[src/rtl/smea_pkg.sv]
// Shared types and constants of the stream match entry allocator.
// Used by smea_ctrl, smea_datapath and stream_match_entry_allocator_unit.
package smea_pkg;

   localparam int ENTRY_COUNT = 128;
   localparam int STREAM_BITS = 15;
   localparam int IDX_BITS    = $clog2(ENTRY_COUNT);
   localparam int CNT_BITS    = $clog2(ENTRY_COUNT + 1);
   localparam int CFG_BITS    = 8;
   localparam int CTX_BITS    = 8;
   localparam int STATUS_BITS = 3;
   localparam int CMP_BITS    = (CNT_BITS > CFG_BITS) ? CNT_BITS : CFG_BITS;
   localparam int CSR_INDEX_BITS = 4;

   localparam int REQ_FIELD_BITS = 2 * STREAM_BITS + CTX_BITS + 1;
   localparam int REQ_DATA_BITS  = ((REQ_FIELD_BITS + 7) / 8) * 8;
   localparam int RSP_FIELD_BITS = STATUS_BITS + IDX_BITS + CTX_BITS;
   localparam int RSP_DATA_BITS  = ((RSP_FIELD_BITS + 7) / 8) * 8;

   localparam logic [CFG_BITS-1:0] GROUPS_RESET = CFG_BITS'(128);
   localparam logic [CFG_BITS-1:0] ROOT_RESET   = '0;

   localparam logic [CSR_INDEX_BITS-1:0] CSR_GROUPS = CSR_INDEX_BITS'(0);
   localparam logic [CSR_INDEX_BITS-1:0] CSR_ROOT   = CSR_INDEX_BITS'(1);

   localparam logic KIND_ASSIGN  = 1'b0;
   localparam logic KIND_RELEASE = 1'b1;

   typedef enum logic [STATUS_BITS-1:0] {
      ST_NEW     = 3'd0,
      ST_REUSED  = 3'd1,
      ST_OVERLAP = 3'd2,
      ST_FULL    = 3'd3,
      ST_CLEARED = 3'd4,
      ST_HANDED  = 3'd5,
      ST_NONE    = 3'd6
   } status_type;

   typedef enum logic [1:0] {
      OP_NONE  = 2'd0,
      OP_SET   = 2'd1,
      OP_CLEAR = 2'd2
   } wr_op_type;

   // Controller to datapath.
   typedef struct packed {
      logic       start;
      logic       scan_en;
      logic       commit;
      status_type status;
      wr_op_type  op;
   } cmd_type;

   // Datapath to controller.
   typedef struct packed {
      logic done;
      logic hit;
      logic overlap;
      logic free_found;
      logic kind;
      logic hand_back;
      logic out_busy;
   } sts_type;

endpackage

[src/rtl/stream_match_entry_allocator_unit.sv]
// Stream match entry allocator, top level: sequencer plus datapath.
// The scan covers entries 0 to min(groups_in_use, 128) - 1 and stops early at the first
// entry that covers or overlaps the request; one word is in work at a time, and its result
// is committed only once the previous result has been taken on rsp_tready;
// the scan reads one entry per cycle through the single read port of the match memory.
// Reset (synchronous, active high): all entries free, groups_in_use = 128,
// root_context = 0; takes effect at once, with no clearing pass.
module stream_match_entry_allocator_unit (
   input  logic                                clock,
   input  logic                                reset,
   // Request: tuser = kind (0 assign, 1 release).
   input  logic                                req_tvalid,
   output logic                                req_tready,
   // tdata, low bit up: stream_id[15], stream_mask[15], context_req[8], hand_back[1], pad.
   input  logic [smea_pkg::REQ_DATA_BITS-1:0]  req_tdata,
   input  logic                                req_tuser,
   // Response.
   output logic                                rsp_tvalid,
   input  logic                                rsp_tready,
   // tdata, low bit up: status[3], entry_index[7], routed_context[8], pad.
   output logic [smea_pkg::RSP_DATA_BITS-1:0]  rsp_tdata,
   // Register writes: index 0 groups_in_use, index 1 root_context.
   input  logic                                csr_valid,
   output logic                                csr_ready,
   input  logic [smea_pkg::CSR_INDEX_BITS-1:0] csr_index,
   input  logic [smea_pkg::CFG_BITS-1:0]       csr_data
);

   smea_pkg::cmd_type cmd;
   smea_pkg::sts_type sts;

   // Sequencer: owns the request handshake and decides each outcome.
   smea_ctrl u_ctrl (
      .clock      (clock),
      .reset      (reset),
      .req_tvalid (req_tvalid),
      .req_tready (req_tready),
      .sts        (sts),
      .cmd        (cmd)
   );

   // Datapath: holds the table, scans it and drives the response word.
   smea_datapath u_datapath (
      .clock      (clock),
      .reset      (reset),
      .cmd        (cmd),
      .sts        (sts),
      .req_tuser  (req_tuser),
      .req_tdata  (req_tdata),
      .rsp_tvalid (rsp_tvalid),
      .rsp_tready (rsp_tready),
      .rsp_tdata  (rsp_tdata),
      .csr_valid  (csr_valid),
      .csr_ready  (csr_ready),
      .csr_index  (csr_index),
      .csr_data   (csr_data)
   );

   // Field views of the response word for the checks below.
   logic [smea_pkg::STATUS_BITS-1:0] chk_status;
   logic [smea_pkg::IDX_BITS-1:0]    chk_idx;
   logic [smea_pkg::CTX_BITS-1:0]    chk_ctx;

   assign chk_status = rsp_tdata[smea_pkg::STATUS_BITS-1:0];
   assign chk_idx    = rsp_tdata[smea_pkg::STATUS_BITS+smea_pkg::IDX_BITS-1:smea_pkg::STATUS_BITS];
   assign chk_ctx    = rsp_tdata[smea_pkg::RSP_FIELD_BITS-1:smea_pkg::STATUS_BITS+smea_pkg::IDX_BITS];

   // Commit only once the scan has settled.
   a_commit_after_scan: assert property (@(posedge clock) disable iff (reset)
      cmd.commit |-> sts.done)
      else $error("commit before scan done");

   // One item at a time: no new word right after an accepted one.
   a_one_in_flight: assert property (@(posedge clock) disable iff (reset)
      (req_tvalid && req_tready) |=> !req_tready)
      else $error("request accepted twice in a row");

   // Outcomes that touch no entry report index and context zero.
   a_no_entry_zero: assert property (@(posedge clock) disable iff (reset)
      (rsp_tvalid && (chk_status == smea_pkg::ST_OVERLAP || chk_status == smea_pkg::ST_FULL ||
       chk_status == smea_pkg::ST_NONE)) |-> (chk_idx == '0 && chk_ctx == '0))
      else $error("entry fields set on a no-entry outcome");

endmodule

[src/rtl/smea_ctrl.sv]
// Sequencer of the stream match entry allocator: accept, scan, commit.
// Depends on smea_pkg.
module smea_ctrl (
   input  logic             clock,
   input  logic             reset,
   input  logic             req_tvalid,
   output logic             req_tready,
   input  smea_pkg::sts_type sts,
   output smea_pkg::cmd_type cmd
);

   typedef enum logic [2:0] {
      S_IDLE   = 3'b001,
      S_SCAN   = 3'b010,
      S_FINISH = 3'b100
   } state_type;

   state_type state_ff, state_in;

   assign req_tready = (state_ff == S_IDLE);

   always_comb begin
      // Pick the outcome from the scan flags.
      cmd.status = smea_pkg::ST_NONE;
      cmd.op     = smea_pkg::OP_NONE;
      if (sts.kind == smea_pkg::KIND_ASSIGN) begin
         if (sts.hit) begin
            cmd.status = smea_pkg::ST_REUSED;
            cmd.op     = smea_pkg::OP_SET;
         end else if (sts.overlap) begin
            cmd.status = smea_pkg::ST_OVERLAP;
         end else if (sts.free_found) begin
            cmd.status = smea_pkg::ST_NEW;
            cmd.op     = smea_pkg::OP_SET;
         end else begin
            cmd.status = smea_pkg::ST_FULL;
         end
      end else if (sts.hit) begin
         if (sts.hand_back) begin
            cmd.status = smea_pkg::ST_HANDED;
         end else begin
            cmd.status = smea_pkg::ST_CLEARED;
            cmd.op     = smea_pkg::OP_CLEAR;
         end
      end

      state_in    = state_ff;
      cmd.start   = 1'b0;
      cmd.scan_en = 1'b0;
      cmd.commit  = 1'b0;
      unique case (state_ff)
         S_IDLE: begin
            if (req_tvalid) begin
               cmd.start = 1'b1;
               state_in  = S_SCAN;
            end
         end
         S_SCAN: begin
            cmd.scan_en = 1'b1;
            if (sts.done) begin
               state_in = S_FINISH;
            end
         end
         S_FINISH: begin
            if (!sts.out_busy) begin
               cmd.commit = 1'b1;
               state_in   = S_IDLE;
            end
         end
         default: state_in = S_IDLE;
      endcase
   end

   always_ff @(posedge clock) begin
      if (reset) begin
         state_ff <= S_IDLE;
      end else begin
         state_ff <= state_in;
      end
   end

endmodule

[src/rtl/smea_datapath.sv]
// Datapath of the stream match entry allocator: config registers, match memory,
// valid bits, one-entry-per-cycle compare and the result register. Depends on smea_pkg.
module smea_datapath (
   input  logic                                  clock,
   input  logic                                  reset,
   input  smea_pkg::cmd_type                     cmd,
   output smea_pkg::sts_type                     sts,
   input  logic                                  req_tuser,
   input  logic [smea_pkg::REQ_DATA_BITS-1:0]    req_tdata,
   output logic                                  rsp_tvalid,
   input  logic                                  rsp_tready,
   output logic [smea_pkg::RSP_DATA_BITS-1:0]    rsp_tdata,
   input  logic                                  csr_valid,
   output logic                                  csr_ready,
   input  logic [smea_pkg::CSR_INDEX_BITS-1:0]   csr_index,
   input  logic [smea_pkg::CFG_BITS-1:0]         csr_data
);

   localparam int SB = smea_pkg::STREAM_BITS;
   localparam int IB = smea_pkg::IDX_BITS;
   localparam int CB = smea_pkg::CTX_BITS;

   // Configuration.
   logic [smea_pkg::CFG_BITS-1:0] groups_ff, groups_in;
   logic [smea_pkg::CFG_BITS-1:0] root_ff, root_in;

   // Item under work.
   logic          kind_ff, kind_in;
   logic [SB-1:0] id_ff, id_in;
   logic [SB-1:0] mask_ff, mask_in;
   logic [CB-1:0] ctx_ff, ctx_in;
   logic          back_ff, back_in;

   // Scan pipeline.
   logic [smea_pkg::CNT_BITS-1:0] issue_ff, issue_in;
   logic          live_ff, live_in;
   logic [IB-1:0] live_idx_ff, live_idx_in;
   logic          live_vld_ff, live_vld_in;
   logic          done_ff, done_in;
   logic          hit_ff, hit_in;
   logic          ovl_ff, ovl_in;
   logic          free_ff, free_in;
   logic [IB-1:0] hit_idx_ff, hit_idx_in;
   logic [IB-1:0] free_idx_ff, free_idx_in;

   logic [smea_pkg::ENTRY_COUNT-1:0] valid_ff, valid_in;

   // Match memory: {mask, id} per entry.
   logic [2*SB-1:0] mem [smea_pkg::ENTRY_COUNT];
   logic [2*SB-1:0] rd_data_ff;
   logic [IB-1:0]   rd_addr;
   logic            wr_en;
   logic [IB-1:0]   slot;

   // Result register.
   logic                     rsp_valid_ff, rsp_valid_in;
   logic [smea_pkg::STATUS_BITS-1:0] rsp_status_ff, rsp_status_in;
   logic [IB-1:0]            rsp_idx_ff, rsp_idx_in;
   logic [CB-1:0]            rsp_ctx_ff, rsp_ctx_in;

   logic [smea_pkg::CMP_BITS-1:0] lim;
   logic          issue_ok;
   logic [SB-1:0] ent_id, ent_mask, diff;
   logic          covered, overlap;

   assign csr_ready = 1'b1;

   always_comb begin
      groups_in = groups_ff;
      root_in   = root_ff;
      if (csr_valid) begin
         unique case (csr_index)
            smea_pkg::CSR_GROUPS: groups_in = csr_data;
            smea_pkg::CSR_ROOT:   root_in   = csr_data;
            default: ;
         endcase
      end
   end

   // Clamp the scan limit to the table size.
   always_comb begin
      if (smea_pkg::CMP_BITS'(groups_ff) > smea_pkg::CMP_BITS'(smea_pkg::ENTRY_COUNT)) begin
         lim = smea_pkg::CMP_BITS'(smea_pkg::ENTRY_COUNT);
      end else begin
         lim = smea_pkg::CMP_BITS'(groups_ff);
      end
   end

   assign issue_ok = smea_pkg::CMP_BITS'(issue_ff) < lim;
   assign rd_addr  = issue_ff[IB-1:0];

   assign ent_id   = rd_data_ff[SB-1:0];
   assign ent_mask = rd_data_ff[2*SB-1:SB];
   assign diff     = id_ff ^ ent_id;
   assign covered  = ((mask_ff & ent_mask) == mask_ff) && ((diff & ~ent_mask) == '0);
   assign overlap  = (diff & ~(ent_mask | mask_ff)) == '0;

   assign slot  = hit_ff ? hit_idx_ff : free_idx_ff;
   assign wr_en = cmd.commit && (cmd.op == smea_pkg::OP_SET);

   // Item load and scan.
   always_comb begin
      kind_in     = kind_ff;
      id_in       = id_ff;
      mask_in     = mask_ff;
      ctx_in      = ctx_ff;
      back_in     = back_ff;
      issue_in    = issue_ff;
      live_in     = live_ff;
      live_idx_in = live_idx_ff;
      live_vld_in = live_vld_ff;
      done_in     = done_ff;
      hit_in      = hit_ff;
      ovl_in      = ovl_ff;
      free_in     = free_ff;
      hit_idx_in  = hit_idx_ff;
      free_idx_in = free_idx_ff;
      if (cmd.start) begin
         kind_in  = req_tuser;
         id_in    = req_tdata[SB-1:0];
         mask_in  = req_tdata[2*SB-1:SB];
         ctx_in   = req_tdata[2*SB+CB-1:2*SB];
         back_in  = req_tdata[2*SB+CB];
         issue_in = '0;
         live_in  = 1'b0;
         done_in  = 1'b0;
         hit_in   = 1'b0;
         ovl_in   = 1'b0;
         free_in  = 1'b0;
      end else if (cmd.scan_en && !done_ff) begin
         // Issue the next read while the previous entry is compared.
         live_in = issue_ok;
         if (issue_ok) begin
            live_idx_in = rd_addr;
            live_vld_in = valid_ff[rd_addr];
            issue_in    = issue_ff + 1'b1;
         end
         if (live_ff) begin
            if (live_vld_ff) begin
               if (covered) begin
                  hit_in     = 1'b1;
                  hit_idx_in = live_idx_ff;
                  done_in    = 1'b1;
               end else if (overlap) begin
                  ovl_in  = 1'b1;
                  done_in = 1'b1;
               end
            end else if (!free_ff) begin
               free_in     = 1'b1;
               free_idx_in = live_idx_ff;
            end
         end else if (!issue_ok) begin
            done_in = 1'b1;
         end
      end
   end

   // Valid bits and result register.
   always_comb begin
      valid_in      = valid_ff;
      rsp_valid_in  = rsp_valid_ff;
      rsp_status_in = rsp_status_ff;
      rsp_idx_in    = rsp_idx_ff;
      rsp_ctx_in    = rsp_ctx_ff;
      if (rsp_tready) begin
         rsp_valid_in = 1'b0;
      end
      if (cmd.commit) begin
         rsp_valid_in  = 1'b1;
         rsp_status_in = cmd.status;
         case (cmd.op)
            smea_pkg::OP_SET:   valid_in[slot] = 1'b1;
            smea_pkg::OP_CLEAR: valid_in[slot] = 1'b0;
            default: ;
         endcase
         case (cmd.status) inside
            smea_pkg::ST_NEW, smea_pkg::ST_REUSED: begin
               rsp_idx_in = slot;
               rsp_ctx_in = ctx_ff;
            end
            smea_pkg::ST_HANDED: begin
               rsp_idx_in = slot;
               rsp_ctx_in = root_ff;
            end
            smea_pkg::ST_CLEARED: begin
               rsp_idx_in = slot;
               rsp_ctx_in = '0;
            end
            default: begin
               rsp_idx_in = '0;
               rsp_ctx_in = '0;
            end
         endcase
      end
   end

   always_ff @(posedge clock) begin
      if (wr_en) begin
         mem[slot] <= {mask_ff, id_ff};
      end
      rd_data_ff <= mem[rd_addr];
   end

   always_ff @(posedge clock) begin
      if (reset) begin
         groups_ff    <= smea_pkg::GROUPS_RESET;
         root_ff      <= smea_pkg::ROOT_RESET;
         valid_ff     <= '0;
         live_ff      <= 1'b0;
         done_ff      <= 1'b0;
         hit_ff       <= 1'b0;
         ovl_ff       <= 1'b0;
         free_ff      <= 1'b0;
         rsp_valid_ff <= 1'b0;
      end else begin
         groups_ff    <= groups_in;
         root_ff      <= root_in;
         valid_ff     <= valid_in;
         live_ff      <= live_in;
         done_ff      <= done_in;
         hit_ff       <= hit_in;
         ovl_ff       <= ovl_in;
         free_ff      <= free_in;
         rsp_valid_ff <= rsp_valid_in;
      end
   end

   always_ff @(posedge clock) begin
      kind_ff       <= kind_in;
      id_ff         <= id_in;
      mask_ff       <= mask_in;
      ctx_ff        <= ctx_in;
      back_ff       <= back_in;
      issue_ff      <= issue_in;
      live_idx_ff   <= live_idx_in;
      live_vld_ff   <= live_vld_in;
      hit_idx_ff    <= hit_idx_in;
      free_idx_ff   <= free_idx_in;
      rsp_status_ff <= rsp_status_in;
      rsp_idx_ff    <= rsp_idx_in;
      rsp_ctx_ff    <= rsp_ctx_in;
   end

   assign sts.done       = done_ff;
   assign sts.hit        = hit_ff;
   assign sts.overlap    = ovl_ff;
   assign sts.free_found = free_ff;
   assign sts.kind       = kind_ff;
   assign sts.hand_back  = back_ff;
   assign sts.out_busy   = rsp_valid_ff && !rsp_tready;

   assign rsp_tvalid = rsp_valid_ff;
   assign rsp_tdata  = smea_pkg::RSP_DATA_BITS'({rsp_ctx_ff, rsp_idx_ff, rsp_status_ff});

endmodule
[config.mk]
export PLATFORM = sky130hd
export DESIGN_NAME = stream_match_entry_allocator_unit
export DESIGN_NICKNAME = d
export VERILOG_FILES = /design/src/rtl/smea_pkg.sv /design/src/rtl/stream_match_entry_allocator_unit.sv /design/src/rtl/smea_ctrl.sv /design/src/rtl/smea_datapath.sv
export SDC_FILE = /design/constraint.sdc
export NUM_CORES = 2
export LEC_CHECK = 0
export BUFFER_PORTS_ARGS = -buffer_cell sky130_fd_sc_hd__buf_2
export CAP_MARGIN = 40
export CORE_MARGIN = 2
export CORE_UTILIZATION = 57
export DETAILED_ROUTE_END_ITERATION = 8
export PLACE_DENSITY = 0.76
export SLEW_MARGIN = 20
export SYNTH_ARGS = -nofsm -noshare
export SYNTH_HDL_FRONTEND = slang
export SYNTH_HIERARCHICAL = 1
export SYNTH_SLANG_ARGS = --single-unit
[constraint.sdc]
create_clock -name clock -period 5.7 [get_ports clock]
set_input_delay 0.57 -clock clock [delete_from_list [all_inputs] [get_ports clock]]
set_output_delay 0.57 -clock clock [all_outputs]
set_load 0.005 [all_outputs]
==> impl_metrics.env <==
export IMPL_status="complete, no violations"
export IMPL_synth_largest_area_cell="edfxtp_1"
export IMPL_p_sw_share_pct=20.74
export IMPL_grt_overflow_total=0
export IMPL_yosysSeqAreaShare_pct=76.76
export IMPL_design_area_um2=180900
export IMPL_fill_cells=16640
export IMPL_grt_util_all_layers_pct=32.27
export IMPL_dpl_cell_area_um2=167000
export IMPL_utilization_pct=65.42
export IMPL_netlist_area_um2=158300
export IMPL_gp_congestion=0.9401
export IMPL_fp_dieH_um=531.1
export IMPL_post_route_period_util_pct=75.69
export IMPL_dp_hpwl_um=262200
export IMPL_critPathLaunchType="register"
export IMPL_grt_pass1_vias=83360
export IMPL_finalClockSkew_ns=0.09131
export IMPL_combPwrFrac_pct=3.6
export IMPL_pwr_share_clk_pct=42.4
export IMPL_port_buffers=76
export IMPL_cp_endpoint="u_datapath/mem[109][4]$_DFFE_PP_"
export IMPL_pin_count=85
export IMPL_grt_max_degree=129
export IMPL_design_core_area_um2=276500
export IMPL_cts_tree="built"
export IMPL_ys_warn_count=6
export IMPL_fmax_ghz=0.2318
export IMPL_yosys_area_top_type_share_pct=74.34
export IMPL_final_nets=7987
export IMPL_setup_viol=0
export IMPL_grt_busiest_layer="met2"
export IMPL_p_sw_mw=12.78
export IMPL_syn_avg_cell_area_um2=21.61
export IMPL_synthCells=7327
export IMPL_crit_arrival_ns=4.85
export IMPL_reg2reg_slack_ns=1.39
export IMPL_grt_pass1_wl_um=633200
export IMPL_crit_required_ns=6.24
export IMPL_wl_um=454100
export IMPL_fin_tns_setup_ns=0
export IMPL_min_path_cells=4
export IMPL_yosysUniqueCellTypes=78
export IMPL_die_w_um=531.1
export IMPL_num_rows=193
export IMPL_rsz0062_at_grt="no"
export IMPL_synthTopCellsByArea="edfxtp_1 (74%), mux4_2 (14%), dfxtp_1 (2.4%)"
export IMPL_p_leak_nw=54.73
export IMPL_drt_iter0_drc=14980
export IMPL_clock_latency_ns=0.96
export IMPL_synthFlopType="edfxtp_1"
export IMPL_relSlewSlack_pct=30.49
export IMPL_crit_reg2reg_launch="u_datapath/hit_ff$_SDFFE_PP0P_"
export IMPL_hp_start="csr_index[0]"
export IMPL_drive_above_1_share_pct=28.80
export IMPL_synthArstFlopShare_pct=0
export IMPL_via_count=84020
export IMPL_finalMaxSlewViolations=0
export IMPL_clock_tree_root_cell="clkbuf_16"
export IMPL_whs_ns=0.06171
export IMPL_tightest_slew_ns=1.040
export IMPL_crit_fanout=30
export IMPL_cts_resized=0
export IMPL_crit_type="register to register"
export IMPL_htreeDepth=5
export IMPL_vdd_ir_drop_max_uv=327.0
export IMPL_start_util_pct=57.27
export IMPL_synth_seq_cells=4111
export IMPL_r2r_end="u_datapath/mem[109][4]$_DFFE_PP_"
export IMPL_critPathCaptureType="register"
export IMPL_hp_class="input port to register"
export IMPL_clock_path_buffers=4
export IMPL_grt_antenna_before_repair=25
export IMPL_numCtsBuffers=399
export IMPL_seq_power_share_pct=53.9
export IMPL_crit_path_start="u_datapath/hit_ff$_SDFFE_PP0P_"
export IMPL_firstDrtPassIters=8
export IMPL_vias_per_cell=7.031
export IMPL_ant_nets=0
export IMPL_internal_power_mw=48.85
export IMPL_fin_crit_ns=4.314
export IMPL_hold_viol_final=0
export IMPL_clkSinkCount=4111
export IMPL_synth_edf_count=3920
export IMPL_dieArea_um2=282000
export IMPL_area_growth_pct=14.23
export IMPL_path_clk_slew_ns=0.06
export IMPL_p_per_area_nw_per_um2=340.8
export IMPL_cap_violations=0
export IMPL_drc_errors=0
export IMPL_routedWlPerCell_um=37.99
export IMPL_grt_use_met2_pct=49.45
export IMPL_grtUsageMet3_pct=10.41
export IMPL_reg2reg_depth=9
export IMPL_grt_util_met1_pct=41.83
[registers in the layout, summed over array words and instances, names as in the netlist, 3 cells and up, named ones only]
register                  flops
u_datapath/mem             3840
u_datapath/rd_data_ff        30
u_datapath/id_ff             15
u_datapath/mask_ff           15
u_datapath/ctx_ff             8
u_datapath/groups_ff          8
u_datapath/issue_ff           8
u_datapath/root_ff            8
u_datapath/rsp_ctx_ff         8
u_datapath/free_idx_ff        7
u_datapath/hit_idx_ff         7
u_datapath/live_idx_ff        7
u_datapath/rsp_idx_ff         7
u_ctrl/state_ff               3
u_datapath/rsp_status_ff      3
[cell usage in the layout (no fill, tap or decap), types with 80 or more instances in the layout]
cell,n
a211oi_1,196
nand2_1,118
edfxtp_1,3920
nor2_4,131
mux4_2,1010
nor2_1,115
buf_4,357
dfxtp_1,184
clkinv_1,89
buf_2,87
a21oi_1,244
clkbuf_16,403
clkbuf_1,80
mux2i_1,245
a22oi_1,85
[per-stage QoR]
stage / std cells / worst slack [ns] / power, mW
global placement: 11050 / 1.236 / 35.90
CTS: 11910 / 1.484 / 61.67
global route: 11950 / 1.337 / 62.88
detailed placement: 11130 / 1.461 / 36.01
finish: 11950 / 1.386 / 61.63
floorplan: 7332 / 0.09773 / 35.28
[final cells by class]
type                    count  area [µm²]  area share (%)
multi-input cells        2763       35510           19.63
flip-flops and latches   4111      121600           67.21
inverters                  28       110.1         0.06087
clock inverters           236        2326           1.286
diodes                      4       10.01        0.005534
well taps                3705        4636           2.563
repair buffers            616        6296           3.481
clock buffers             488       10430           5.766
[cells by family (layout without fill, tap and decap cells)]
kind of cell | count (synthesis) | count (layout) | synth area share (%)
buffers and inverters | 458 | 1368 | 1.546
AOI/OAI and AO/OA | 824 | 824 | 3.445
muxes | 1320 | 1320 | 16.38
DFF | 4111 | 4111 | 76.76
xor gates and xnor gates | 21 | 21 | 0.1162
and+or+nand+nor | 581 | 581 | 1.677
other | 2 | 11 | 0.004743
adders and majority gates | 10 | 10 | 0.07902
[worst min path at each step]
| stage | endpoint | slack [ns] |
|---|---|---|
| floorplan | u_datapath/free_idx_ff[0]$_DFFE_PP_ | 0.42 |
| global route | u_datapath/groups_ff[5]$_SDFFE_PP0P_ | 0.09 |
| global placement | u_datapath/free_idx_ff[5]$_DFFE_PP_ | 0.42 |
| finish | u_datapath/groups_ff[7]$_SDFFE_PP1P_ | 0.06 |
| detailed placement | u_datapath/free_idx_ff[0]$_DFFE_PP_ | 0.44 |
| CTS | u_datapath/groups_ff[7]$_SDFFE_PP1P_ | 0.01 |
[critical path, cell delays in order, from the launching register on]
cell and delay [ns]:
dfxtp_1 0.37, buf_4 0.32, inv_1 0.12, a21oi_1 0.20, ha_1 0.18, and2_1 0.45, nand3_2 0.68, buf_4 0.55
nor2_4 0.48, buf_4 0.51
[Yosys cell counts, drive strengths merged, types with 6 or more instances]
library cell,count
edfxtp,3920
mux2,65
nand3,41
nor2b,55
a32oi,10
inv,26
mux4,1010
o221ai,8
buf,283
dfxtp,191
a221oi,40
a2111oi,6
a21oi,244
a22o,7
a22oi,85
o21ai,76
nor3,40
o22ai,51
o211ai,12
a31oi,22
nor2,253
clkbuf,147
xnor2,19
nand2,119
nand2b,20
ha,10
a21boi,19
nand4,9
mux2i,245
nor4,12
a211oi,200
[power groups by stage]
| stage | combinational [mW] | sequential, mW | clock, mW |
|---|---|---|---|
| 2_1_floorplan | 1.13 | 34.2 | 0 |
| 3_3_place_gp | 2.00 | 33.9 | 0 |
| 3_5_place_dp | 2.12 | 33.9 | 0 |
| 4_1_cts | 2.18 | 33.2 | 26.3 |
| 5_1_grt | 2.33 | 33.2 | 27.3 |
| 6_report | 2.24 | 33.2 | 26.2 |
[repair_timing]
item                      in CTS  in global routing
hold endpoints to repair      59                  0
hold buffers                  50                  0
buffers inserted               0                  0
[layer usage]
metal | share of wire (%) | vias up
li1 | - | 32110
met3 | 15 | 1276
met5 | 0.086 | -
met2 | 46 | 7058
met1 | 33 | 43570
met4 | 6.1 | 20
Power figures use the tool's default switching activity.
